==> src/rtl/core/dlsc_pkg.sv <==
// ----------------------------------------------------------------------------
// dlsc_pkg
// shared types and constants of the dashboard link session controller
// ----------------------------------------------------------------------------
package dlsc_pkg;

   typedef enum logic [2:0] {
      OP_START    = 3'd0,
      OP_STOP     = 3'd1,
      OP_FRAMES   = 3'd2,
      OP_TICK     = 3'd3,
      OP_ACCEPTED = 3'd4
   } op_type;

   typedef enum logic [1:0] {
      PH_OFF     = 2'd0,
      PH_STARTUP = 2'd1,
      PH_ACTIVE  = 2'd2,
      PH_GAP     = 2'd3
   } phase_type;

   typedef enum logic [1:0] {
      TX_NONE    = 2'd0,
      TX_STOP    = 2'd1,
      TX_REQUEST = 2'd2,
      TX_LIGHT   = 2'd3
   } tx_kind_type;

   typedef enum logic [1:0] {
      CSR_STARTUP_TIMEOUT = 2'd0,
      CSR_RECEIVE_GAP     = 2'd1,
      CSR_RETRY           = 2'd2
   } csr_index_type;

   localparam int unsigned QUEUE_DEPTH = 8;
   localparam int unsigned QCOUNT_W    = $clog2(QUEUE_DEPTH + 1);
   localparam logic [QCOUNT_W-1:0] QUEUE_DEPTH_Q = QCOUNT_W'(QUEUE_DEPTH);

   localparam logic [15:0] STARTUP_TIMEOUT_RESET = 16'd800;
   localparam logic [15:0] RECEIVE_GAP_RESET     = 16'd400;
   localparam logic [15:0] RETRY_RESET           = 16'd800;

   localparam logic [7:0] SOF_BYTE       = 8'hF5;
   localparam logic [7:0] LIGHT_CMD      = 8'hA1;
   localparam logic [7:0] SHORT_CMD      = 8'h01;
   localparam logic [7:0] LIGHT_LEN      = 8'h02;
   localparam logic [7:0] SHORT_LEN      = 8'h01;
   localparam logic [7:0] LIGHT_SUB      = 8'h01;
   localparam logic [7:0] REQUEST_CODE   = 8'h04;
   localparam logic [7:0] STOP_CODE      = 8'h00;
   localparam logic [2:0] LIGHT_FRAME_LEN = 3'd6;
   localparam logic [2:0] SHORT_FRAME_LEN = 3'd5;

   typedef struct packed {
      logic [2:0]      length;
      logic [5:0][7:0] data;
   } frame_type;

endpackage

==> src/rtl/core/dlsc_frame_build.sv <==
// ----------------------------------------------------------------------------
// dlsc_frame_build
// forms the pending frame bytes and xor check byte from the frame kind
// ----------------------------------------------------------------------------
module dlsc_frame_build
   import dlsc_pkg::*;
(
   input  tx_kind_type kind,
   input  logic [3:0]  bright_idx,
   output frame_type   frame
);

   logic [7:0] code;

   always_comb begin
      code  = (kind == TX_REQUEST) ? REQUEST_CODE : STOP_CODE;
      frame = '0;
      unique case (kind)
         TX_LIGHT: begin
            frame.length  = LIGHT_FRAME_LEN;
            frame.data[0] = SOF_BYTE;
            frame.data[1] = LIGHT_CMD;
            frame.data[2] = LIGHT_LEN;
            frame.data[3] = LIGHT_SUB;
            frame.data[4] = {4'd0, bright_idx};
            frame.data[5] = SOF_BYTE ^ LIGHT_CMD ^ LIGHT_LEN ^ LIGHT_SUB ^ {4'd0, bright_idx};
         end
         TX_STOP, TX_REQUEST: begin
            frame.length  = SHORT_FRAME_LEN;
            frame.data[0] = SOF_BYTE;
            frame.data[1] = SHORT_CMD;
            frame.data[2] = SHORT_LEN;
            frame.data[3] = code;
            frame.data[4] = SOF_BYTE ^ SHORT_CMD ^ SHORT_LEN ^ code;
         end
         TX_NONE: begin
            frame = '0;
         end
      endcase
   end

endmodule

==> src/rtl/core/dash_link_session_control_core.sv <==
// ----------------------------------------------------------------------------
// dash_link_session_control_core
// pipeline: request register then result register
// throughput: one word per cycle while rsp_ready does not stall the result
// register, set by the single update pass on the session registers between the two registers
// reset: synchronous; phase startup, flags and counters cleared,
// timeouts back to 800, 400 and 800 ms
// ----------------------------------------------------------------------------
module dash_link_session_control_core
   import dlsc_pkg::*;
(
   input  logic        clock,
   input  logic        reset,

   input  logic        req_valid,
   output logic        req_ready,
   input  logic [2:0]  req_op,
   input  logic [31:0] req_now_ms,
   input  logic [15:0] req_frame_count,
   input  logic [1:0]  req_accepted_kind,
   input  logic [3:0]  req_bright_idx,

   output logic        rsp_valid,
   input  logic        rsp_ready,
   output logic [1:0]  rsp_tx_kind,
   output logic [2:0]  rsp_frame_length,
   output logic [7:0]  rsp_byte_0,
   output logic [7:0]  rsp_byte_1,
   output logic [7:0]  rsp_byte_2,
   output logic [7:0]  rsp_byte_3,
   output logic [7:0]  rsp_byte_4,
   output logic [7:0]  rsp_byte_5,
   output logic [1:0]  rsp_link_phase,
   output logic [3:0]  rsp_queued_replies,
   output logic [31:0] rsp_overflow_total,

   input  logic        csr_valid,
   output logic        csr_ready,
   input  logic [1:0]  csr_index,
   input  logic [15:0] csr_data
);

   // configuration
   logic [15:0] startup_timeout_ff, receive_gap_ff, retry_ff;

   // request register
   logic        in_valid_ff;
   logic [2:0]  in_op_ff;
   logic [31:0] in_now_ff;
   logic [15:0] in_count_ff;
   logic [1:0]  in_acc_ff;
   logic [3:0]  in_idx_ff;

   // session state
   phase_type           phase_ff, phase_in;
   logic [31:0]         phase_start_ff, phase_start_in;
   logic                frames_heard_ff, frames_heard_in;
   logic [1:0]          group_rem_ff, group_rem_in;
   logic                request_ff, request_in;
   logic                stop_ff, stop_in;
   logic [QCOUNT_W-1:0] pending_ff, pending_in;
   logic [31:0]         dropped_ff, dropped_in;

   // result register
   logic                out_valid_ff;
   tx_kind_type         out_kind_ff;
   frame_type           out_frame_ff;
   phase_type           out_phase_ff;
   logic [QCOUNT_W-1:0] out_pending_ff;
   logic [31:0]         out_dropped_ff;

   logic                advance;
   tx_kind_type         kind_in;
   frame_type           frame_in;
   logic [31:0]         age;
   logic [2:0]          rest;
   logic [14:0]         replies;
   logic [QCOUNT_W-1:0] room;
   logic                overfull;

   assign advance   = in_valid_ff & (~out_valid_ff | rsp_ready);
   assign req_ready = ~in_valid_ff | advance;
   assign csr_ready = 1'b1;

   always_ff @(posedge clock) begin
      if (reset) begin
         startup_timeout_ff <= STARTUP_TIMEOUT_RESET;
         receive_gap_ff     <= RECEIVE_GAP_RESET;
         retry_ff           <= RETRY_RESET;
      end else if (csr_valid) begin
         unique case (csr_index)
            CSR_STARTUP_TIMEOUT: startup_timeout_ff <= csr_data;
            CSR_RECEIVE_GAP:     receive_gap_ff     <= csr_data;
            CSR_RETRY:           retry_ff           <= csr_data;
            default: begin
            end
         endcase
      end
   end

   always_ff @(posedge clock) begin
      if (reset) begin
         in_valid_ff <= 1'b0;
      end else if (req_ready) begin
         in_valid_ff <= req_valid;
      end
   end

   always_ff @(posedge clock) begin
      if (req_valid && req_ready) begin
         in_op_ff    <= req_op;
         in_now_ff   <= req_now_ms;
         in_count_ff <= req_frame_count;
         in_acc_ff   <= req_accepted_kind;
         in_idx_ff   <= req_bright_idx;
      end
   end

   // frame grouping and queue room
   always_comb begin
      age      = in_now_ff - phase_start_ff;
      rest     = {1'b0, in_count_ff[1:0]} + {1'b0, group_rem_ff};
      replies  = {1'b0, in_count_ff[15:2]} + {14'd0, rest[2]};
      room     = (pending_ff >= QUEUE_DEPTH_Q) ? '0 : QUEUE_DEPTH_Q - pending_ff;
      overfull = replies > 15'(room);
   end

   always_comb begin
      phase_in        = phase_ff;
      phase_start_in  = phase_start_ff;
      frames_heard_in = frames_heard_ff;
      group_rem_in    = group_rem_ff;
      request_in      = request_ff;
      stop_in         = stop_ff;
      pending_in      = pending_ff;
      dropped_in      = dropped_ff;
      unique case (in_op_ff)
         OP_START: begin
            phase_in        = PH_STARTUP;
            phase_start_in  = in_now_ff;
            frames_heard_in = 1'b0;
            group_rem_in    = '0;
            request_in      = 1'b0;
            pending_in      = '0;
            stop_in         = 1'b0;
         end
         OP_STOP: begin
            phase_in        = PH_OFF;
            frames_heard_in = 1'b0;
            group_rem_in    = '0;
            pending_in      = '0;
            request_in      = 1'b0;
            stop_in         = 1'b1;
         end
         OP_FRAMES: begin
            if (in_count_ff != '0 && phase_ff == PH_ACTIVE && !request_ff) begin
               frames_heard_in = 1'b1;
               phase_start_in  = in_now_ff;
               group_rem_in    = rest[1:0];
               if (overfull) begin
                  dropped_in = dropped_ff + 32'(replies - 15'(room));
                  pending_in = pending_ff + room;
               end else begin
                  pending_in = pending_ff + QCOUNT_W'(replies);
               end
            end
         end
         OP_TICK: begin
            if (!request_ff && !stop_ff) begin
               priority if (phase_ff == PH_STARTUP && age > 32'(startup_timeout_ff)) begin
                  frames_heard_in = 1'b0;
                  group_rem_in    = '0;
                  pending_in      = '0;
                  stop_in         = 1'b0;
                  request_in      = 1'b1;
               end else if (phase_ff == PH_ACTIVE && age > 32'(receive_gap_ff)) begin
                  phase_in        = PH_GAP;
                  phase_start_in  = in_now_ff;
                  frames_heard_in = 1'b0;
                  pending_in      = '0;
               end else if (phase_ff == PH_GAP && age > 32'(retry_ff)) begin
                  frames_heard_in = 1'b0;
                  group_rem_in    = '0;
                  pending_in      = '0;
                  stop_in         = 1'b0;
                  request_in      = 1'b1;
               end else begin
               end
            end
         end
         OP_ACCEPTED: begin
            unique case (in_acc_ff)
               TX_REQUEST: begin
                  request_in      = 1'b0;
                  phase_in        = PH_ACTIVE;
                  phase_start_in  = in_now_ff;
                  group_rem_in    = '0;
                  frames_heard_in = 1'b0;
               end
               TX_LIGHT: begin
                  if (pending_ff != '0) begin
                     pending_in = pending_ff - QCOUNT_W'(1);
                  end
               end
               TX_STOP: begin
                  stop_in = 1'b0;
               end
               default: begin
               end
            endcase
         end
         default: begin
         end
      endcase

      priority if (stop_in) begin
         kind_in = TX_STOP;
      end else if (request_in) begin
         kind_in = TX_REQUEST;
      end else if (pending_in != '0) begin
         kind_in = TX_LIGHT;
      end else begin
         kind_in = TX_NONE;
      end
   end

   dlsc_frame_build u_frame_build (
      .kind       (kind_in),
      .bright_idx (in_idx_ff),
      .frame      (frame_in)
   );

   always_ff @(posedge clock) begin
      if (reset) begin
         phase_ff        <= PH_STARTUP;
         phase_start_ff  <= '0;
         frames_heard_ff <= 1'b0;
         group_rem_ff    <= '0;
         request_ff      <= 1'b0;
         stop_ff         <= 1'b0;
         pending_ff      <= '0;
         dropped_ff      <= '0;
      end else if (advance) begin
         phase_ff        <= phase_in;
         phase_start_ff  <= phase_start_in;
         frames_heard_ff <= frames_heard_in;
         group_rem_ff    <= group_rem_in;
         request_ff      <= request_in;
         stop_ff         <= stop_in;
         pending_ff      <= pending_in;
         dropped_ff      <= dropped_in;
      end
   end

   always_ff @(posedge clock) begin
      if (reset) begin
         out_valid_ff <= 1'b0;
      end else if (advance) begin
         out_valid_ff <= 1'b1;
      end else if (rsp_ready) begin
         out_valid_ff <= 1'b0;
      end
   end

   always_ff @(posedge clock) begin
      if (advance) begin
         out_kind_ff    <= kind_in;
         out_frame_ff   <= frame_in;
         out_phase_ff   <= phase_in;
         out_pending_ff <= pending_in;
         out_dropped_ff <= dropped_in;
      end
   end

   assign rsp_valid          = out_valid_ff;
   assign rsp_tx_kind        = out_kind_ff;
   assign rsp_frame_length   = out_frame_ff.length;
   assign rsp_byte_0         = out_frame_ff.data[0];
   assign rsp_byte_1         = out_frame_ff.data[1];
   assign rsp_byte_2         = out_frame_ff.data[2];
   assign rsp_byte_3         = out_frame_ff.data[3];
   assign rsp_byte_4         = out_frame_ff.data[4];
   assign rsp_byte_5         = out_frame_ff.data[5];
   assign rsp_link_phase     = out_phase_ff;
   assign rsp_queued_replies = 4'(out_pending_ff);
   assign rsp_overflow_total = out_dropped_ff;

endmodule

==> config.mk <==
export PLATFORM = sky130hd
export DESIGN_NAME = dash_link_session_control_core
export DESIGN_NICKNAME = d
export VERILOG_FILES = /design/src/rtl/core/dlsc_pkg.sv /design/src/rtl/core/dlsc_frame_build.sv /design/src/rtl/core/dash_link_session_control_core.sv
export SDC_FILE = /design/constraint.sdc
export NUM_CORES = 1
export LEC_CHECK = 0
export BUFFER_PORTS_ARGS = -buffer_cell sky130_fd_sc_hd__buf_2
export CAP_MARGIN = 0
export CELL_PAD_IN_SITES_DETAIL_PLACEMENT = 1
export CELL_PAD_IN_SITES_GLOBAL_PLACEMENT = 2
export CORE_UTILIZATION = 40
export CTS_CLUSTER_SIZE = 12
export DETAILED_ROUTE_END_ITERATION = 8
export PLACE_DENSITY = 0.93
export SLEW_MARGIN = 10
export SYNTH_ARGS = -nofsm -noshare
export SYNTH_HDL_FRONTEND = slang
export SYNTH_SLANG_ARGS = --single-unit
==> constraint.sdc <==
create_clock -name clock -period 11.3 [get_ports clock]
set_input_delay 3.39 -clock clock [delete_from_list [all_inputs] [get_ports clock]]
set_output_delay 3.39 -clock clock [all_outputs]
set_load 0.02 [all_outputs]
==> impl_metrics.toml, run 1 <==
[global_routing]
first_global_vias = 12257
grt_pass1_wl_um = 62600
antenna_found_initial = 2
grt_overflow = 0
grtUsageTotal = 0.202
grt_max_degree = 78

[setup_path]
worst-path-max-fanout = 4
crit_arrival_ns = 4.01
crit_required_ns = 7.91
startpoint_type = "input port"
cp-end-kind = "output port"
critPathKind = "in -> out"

[finish]
final_cell_mix = "nand2_1, buf_2, a21oi_1, nor2_1, ha_1"
layout-drive-gt1-share = 0.150
fin_area_um2 = 16600
final_common_cell = "nand2_1"
nFillCells = 4235
nNetsFinal = 1948
seq_area_um2 = 5790
multiInputGateArea_um2 = 8030
synthToLayoutAreaGrowth_pct = 12.6

[drt]
wire_per_inst_um = 17.2
wl_met1_um = 17500
viasPerCell = 5.40
drt_wl_total_um = 38100
drtAntennaViolNets = 0
drtPass1Iterations = 4
drc_errors = 0
num_vias = 11983
met3RoutedLength_um = 1440
drtIter0Drc = 544
met2_length_um = 18200
routed.top_layer = "met4"

[clocking]
clk_path_buf_depth = 3
clkTransAtPathRegs_ns = 0.06
clock_latency_ns = 0.56
post_cts_resize_count = 0
cts_setup_buffers = 0
clock-root-buffer = "clkbuf_16"
cts_tree = "yes"
cts_hold_buffers = 0
cts_htree_levels = 1
cts_buffers = 27
clock-sinks = 234

[logic_synthesis]
synth_cell_types = 86
synth_area_um2 = 14700
synth_warnings = 0
syn_area_per_cell_um2 = 9.04
synth_top_flop_cell = "dfxtp_1"
ys_seq_area_frac = 0.393
ys_ff_latch = 234
synth_edf_count = 110
netlist_instances = 1626
synth_async_sr_flop_share = 0

[power_and_ir_drop]
p_per_area_nw_per_um2 = 135
p_leak_nw = 6.63
ir_worst_vdd_uv = 115
pwr-share-clk = 0.403
switchingPower_w = 0.000618
swShare = 0.276
pwr-share-seq = 0.425
internal-power_w = 0.00162
combPwrFrac = 0.172

[timing]
tightest_slew_ns = 0.914
maxSlewViolCount = 0
rsz0062_at_grt = "false"
setup_tns_ns = 0
slew_headroom = 0.390
fmax_ghz = 0.135
hold_viol_final = 0
worst_hold_slack_ns = 0.453
worst_clock_skew_ns = 0.0155
setup_viol = 0
fin_crit_ns = 7.40
fin_crit_sh = 0.655

[floorplanning]
fp-row-count = 69
start_util = 0.410
coreArea_um2 = 35800
pin_count = 174
dieArea_um2 = 37500
die_w_um = 194
die_h_um = 194

[flow_run]
drv_cap = 0

[placed_design]
place_area_um2 = 15600
dp.final_hpwl_um = 28300
io_buffers = 151
gp_congestion = 0.859

[worst_hold_path]
min-delay-path-class = "reg -> reg"

[status]
status = "complete, no violations"
## final timing paths
| kind | startpoint | end | slack [ns] | cells after the start |
|---|---|---|---|---|
| min | receive_gap_ff[3]$_SDFFE_PP0P_ | receive_gap_ff[3]$_SDFFE_PP0P_ | 0.45 | 2 |
| max | rsp_ready | req_ready | 3.90 | 4 |
| max reg2reg | in_count_ff[0]$_DFFE_PP_ | rsp_overflow_total[31]$_DFFE_PP_ | 4.65 | 27 |
| min reg2reg | receive_gap_ff[3]$_SDFFE_PP0P_ | receive_gap_ff[3]$_SDFFE_PP0P_ | 0.45 | 2 |
## cells by family after synthesis
group | after synthesis | synth area share
AOI/OAI and AO/OA | 384 | 0.172
xor gates and xnor gates | 66 | 0.0393
adders and majority gates | 131 | 0.114
buffers and inverters | 208 | 0.0664
DFF | 234 | 0.393
muxes | 58 | 0.0418
other | 2 | 0.000511
and+or+nand+nor | 543 | 0.173
## worst max-delay path, stage by stage
cell and delay [ns]:
buf_2 0.10, nor2b_1 0.23, nand2_1 0.12, buf_2 0.17
## per-stage QoR
step	utilization	total power [W]	worst slack, ns	cells
2_1_floorplan	-	0.00125	4.17	1646
3_3_place_gp	0.436	0.00134	3.98	2169
3_5_place_dp	0.436	0.00135	3.89	2169
4_1_cts	0.462	0.00227	3.88	2218
5_1_grt	0.462	0.00235	3.85	2218
6_report	0.462	0.00224	3.90	2219
## cells in the mapped netlist, types with 29 or more instances
master    instances  area share
edfxtp_1        110        0.22
nand3_1          29      0.0099
xnor2_1          47       0.028
o21ai_0          69       0.023
mux2i_1          34       0.023
ha_1            126        0.11
nor2_1          128       0.033
nand2_1         219       0.056
a21o_1           36       0.018
inv_1           110       0.028
buf_4            40       0.020
a21oi_1         136       0.046
dfxtp_1         124        0.17
clkbuf_1         33      0.0084
nor3_1           36       0.012
## routing by layer
metal | track usage | vias up
met5 | 0 | -
met4 | 0.0596 | 0
met3 | 0.0332 | 64
met2 | 0.348 | 212
met1 | 0.259 | 5788
li1 | - | 5919
## power by group through the flow
| stage | sequential (W) | clock (W) | combinational, W |
|---|---|---|---|
| finish | 0.000952 | 0.000903 | 0.000384 |
| global route | 0.000956 | 0.000961 | 0.000429 |
| CTS | 0.000952 | 0.000933 | 0.000385 |
| detailed placement | 0.000970 | 0 | 0.000383 |
| global placement | 0.000968 | 0 | 0.000369 |
| floorplan | 0.000972 | 0 | 0.000279 |
## layout make-up
class,count,area share
antenna,1,0.000151
clock buffer,39,0.0499
clock inverter,10,0.00582
inverter,111,0.0252
multi-input combinational,1204,0.485
sequential,234,0.350
tap,461,0.0348
timing repair buffer,159,0.0494
## registers in the layout, summed over array words and instances (netlist names), 3 cells and up
name	count
rsp_byte_5	5
phase_start_ff	32
in_now_ff	32
dropped_ff	32
in_count_ff	16
startup_timeout_ff	16
in_idx_ff	4
pending_ff	4
rsp_queued_replies	4
receive_gap_ff	16
retry_ff	16
rsp_overflow_total	32
in_op_ff	3
rsp_byte_4	4
Power figures use the tool's default switching activity.
==> run 2: changes to the inputs <==
--- a/config.mk
+++ b/config.mk
@@ -5,14 +5,15 @@
 export SDC_FILE = /design/constraint.sdc
 export NUM_CORES = 1
 export LEC_CHECK = 0
+export ABC_AREA = 1
 export BUFFER_PORTS_ARGS = -buffer_cell sky130_fd_sc_hd__buf_2
 export CAP_MARGIN = 0
 export CELL_PAD_IN_SITES_DETAIL_PLACEMENT = 1
 export CELL_PAD_IN_SITES_GLOBAL_PLACEMENT = 2
-export CORE_UTILIZATION = 40
+export CORE_UTILIZATION = 34
 export CTS_CLUSTER_SIZE = 12
 export DETAILED_ROUTE_END_ITERATION = 8
-export PLACE_DENSITY = 0.93
+export PLACE_DENSITY = 0.86
 export SLEW_MARGIN = 10
 export SYNTH_ARGS = -nofsm -noshare
 export SYNTH_HDL_FRONTEND = slang
==> constraint.sdc (replaced) <==
create_clock -name clock -period 7.4 [get_ports clock]
set_input_delay 2.22 -clock clock [delete_from_list [all_inputs] [get_ports clock]]
set_output_delay 2.22 -clock clock [all_outputs]
set_load 0.02 [all_outputs]
==> run 2 against run 1 <==
Via count increased by 11%. Sequential share of layout area decreased by 1.5 points. First-iteration DRC count increased by 0.92%. Total power increased by 71%. Synthesized cell count increased by 25%. Critical path type is now reg -> reg. Critical endpoint is now rsp_overflow_total[28]$_DFFE_PP_.
==> impl_metrics.toml, run 2 <==
[logic_synthesis]
netlist_instances = 2030
synth_top_flop_cell = "dfxtp_1"
synth_area_um2 = 15200
synth_edf_count = 110
ys_top_cells_by_area = "edfxtp_1, dfxtp_1, nand2_1, ha_1, inv_1"
syn_area_per_cell_um2 = 7.48
yosysMostFrequentCell = "nand2_1"
synth_cell_types = 50
synth_async_sr_flop_share = 0
synth_top_area_frac = 0.218
yosys.area.top_type = "edfxtp_1"
synthTopCellsByCount = "nand2_1, inv_1, a21oi_1, o21ai_0, nor2_1"
ys_ff_latch = 234
synth_warnings = 0
ys_seq_area_frac = 0.381

[placed_design]
gp_congestion = 0.870
dp.final_hpwl_um = 33800
io_buffers = 151

[setup_path]
path_common_cell = "ha_1"
path_delay_family = "adder cells"
startpoint_type = "register"
worst-path-max-fanout = 18
crit_required_ns = 7.72
critPathKind = "reg -> reg"
cp.buffers_inverters = 5
crit_path_max_incr_delay_ns = 0.37
cp-end-kind = "register"
crit_arrival_ns = 5.86
cpMaxStageDelayCell = "edfxtp_1"

[finish]
multiInputGateArea_um2 = 7600
synthToLayoutAreaGrowth_pct = 13.9
final_cell_mix = "nand2_1, inv_1, a21oi_1, o21ai_0, buf_2"
seq_area_um2 = 5790
final_core_util = 0.392
nFillCells = 5590
layout-drive-gt1-share = 0.109
final_common_cell = "nand2_1"
nNetsFinal = 2367

[power_and_ir_drop]
p_per_area_nw_per_um2 = 221
p_leak_nw = 8.38
combPwrFrac = 0.234
pwr-share-clk = 0.376
swShare = 0.315
internal-power_w = 0.00262
ir_worst_vdd_uv = 140
pwr-share-seq = 0.390
switchingPower_w = 0.00120

[timing]
maxSlewViolCount = 0
fin_crit_ns = 5.53
fmax_ghz = 0.181
worst_hold_slack_ns = 0.457
rsz0062_at_grt = "false"
fin_crit_sh = 0.747
setup_tns_ns = 0
worst_clock_skew_ns = 0.0220
slew_headroom = 0.287
setup_viol = 0
tightest_slew_ns = 1.07
hold_viol_final = 0

[floorplanning]
fp-row-count = 77
coreArea_um2 = 44100
dieArea_um2 = 45500
pin_count = 174
die_w_um = 213
start_util = 0.344
die_h_um = 213

[global_routing]
grtUsageTotal = 0.193
first_global_vias = 13773
grt_max_degree = 87
antenna_found_initial = 1
grt_pass1_wl_um = 70200
grt_overflow = 0

[clocking]
clock-sinks = 234
clock_latency_ns = 0.58
clkTransAtPathRegs_ns = 0.06
clk_path_buf_depth = 3
cts_setup_buffers = 0
cts_buffers = 29
cts_tree = "yes"
cts_htree_levels = 1
cts_hold_buffers = 0
clock-root-buffer = "clkbuf_16"
post_cts_resize_count = 0

[drt]
drt_wl_total_um = 43100
viasPerCell = 4.79
drtPass1Iterations = 5
num_vias = 13271
wire_per_inst_um = 15.6
drtIter0Drc = 549
drc_errors = 0
drtAntennaViolNets = 0

[flow_run]
drv_cap = 0

[status]
status = "complete, no violations"

[worst_hold_path]
min-delay-path-class = "reg -> reg"
==> run 2: changes by cell type after synthesis, moves of 21 or more <==
cell and change:
inv_1 +257, nand2_1 +229, o21ai_0 +83, a21oi_1 +48, nand3_1 +36, mux2i_1 -34
a21o_1 -33, xnor2_1 -23, mux2_2 -21, nor3_1 -21
==> run 2: cell type report <==
class	instances	share of cell area
clock inverters	14	0.00904
repair buffers	157	0.0463
diodes	1	0.000145
clock buffers	40	0.0467
inverters	375	0.0814
flip-flops and latches	234	0.334
multi-input cells	1359	0.439
well taps	592	0.0428
==> run 2: path summary, 6_finish.rpt <==
path	slack (ns)	end	start	depth (start not counted)
max	1.87	rsp_overflow_total[28]$_DFFE_PP_	in_count_ff[0]$_DFFE_PP_	30
min	0.46	phase_start_ff[23]$_SDFFE_PP0P_	phase_start_ff[23]$_SDFFE_PP0P_	2
max reg2reg	1.87	rsp_overflow_total[28]$_DFFE_PP_	in_count_ff[0]$_DFFE_PP_	30
min reg2reg	0.46	phase_start_ff[23]$_SDFFE_PP0P_	phase_start_ff[23]$_SDFFE_PP0P_	2
==> run 2: power groups by stage <==
stage | registers [W] | logic, W | clock network, W
2_1_floorplan | 0.00152 | 0.000631 | 0
5_1_grt | 0.00150 | 0.00103 | 0.00153
6_report | 0.00149 | 0.000893 | 0.00144
3_5_place_dp | 0.00152 | 0.000897 | 0
3_3_place_gp | 0.00151 | 0.000864 | 0
4_1_cts | 0.00149 | 0.000904 | 0.00149
==> run 2: per-stage QoR <==
stage / instance area [um2] / worst slack (ns) / power (W) / std cells
2_1_floorplan: 15300 / 2.62 / 0.00216 / 2050
3_3_place_gp: 16300 / 2.13 / 0.00238 / 2717
3_5_place_dp: 16300 / 1.84 / 0.00241 / 2717
4_1_cts: 17300 / 1.85 / 0.00389 / 2771
5_1_grt: 17300 / 1.27 / 0.00406 / 2771
6_report: 17300 / 1.87 / 0.00382 / 2772
==> run 2: routing by layer <==
metal  global-route usage  wire (um)  vias to the layer above
met5                    0          0                        -
met4               0.0635       1140                        0
met3               0.0268       1590                       55
met2                0.334      20500                      181
met1                0.246      19900                     6259
li1                     -          -                     6776
==> run 2: worst register-to-register path: cells and delay by family (launching register included) <==
kind                       cells  cell delay [ns]
adders and majority gates      6             1.54
AOI/OAI and AO/OA              9             1.45
and+or+nand+nor                8             0.96
buffers and inverters          5             0.54
xor gates and xnor gates       2             0.40
DFF                            1             0.37
==> run 2: logic make-up after synthesis <==
group | Yosys count | synth area share
and+or+nand+nor | 735 | 0.203
buffers and inverters | 457 | 0.124
AOI/OAI and AO/OA | 406 | 0.142
DFF | 234 | 0.381
adders and majority gates | 131 | 0.110
xor gates and xnor gates | 63 | 0.0373
other | 2 | 0.000495
muxes | 2 | 0.00148
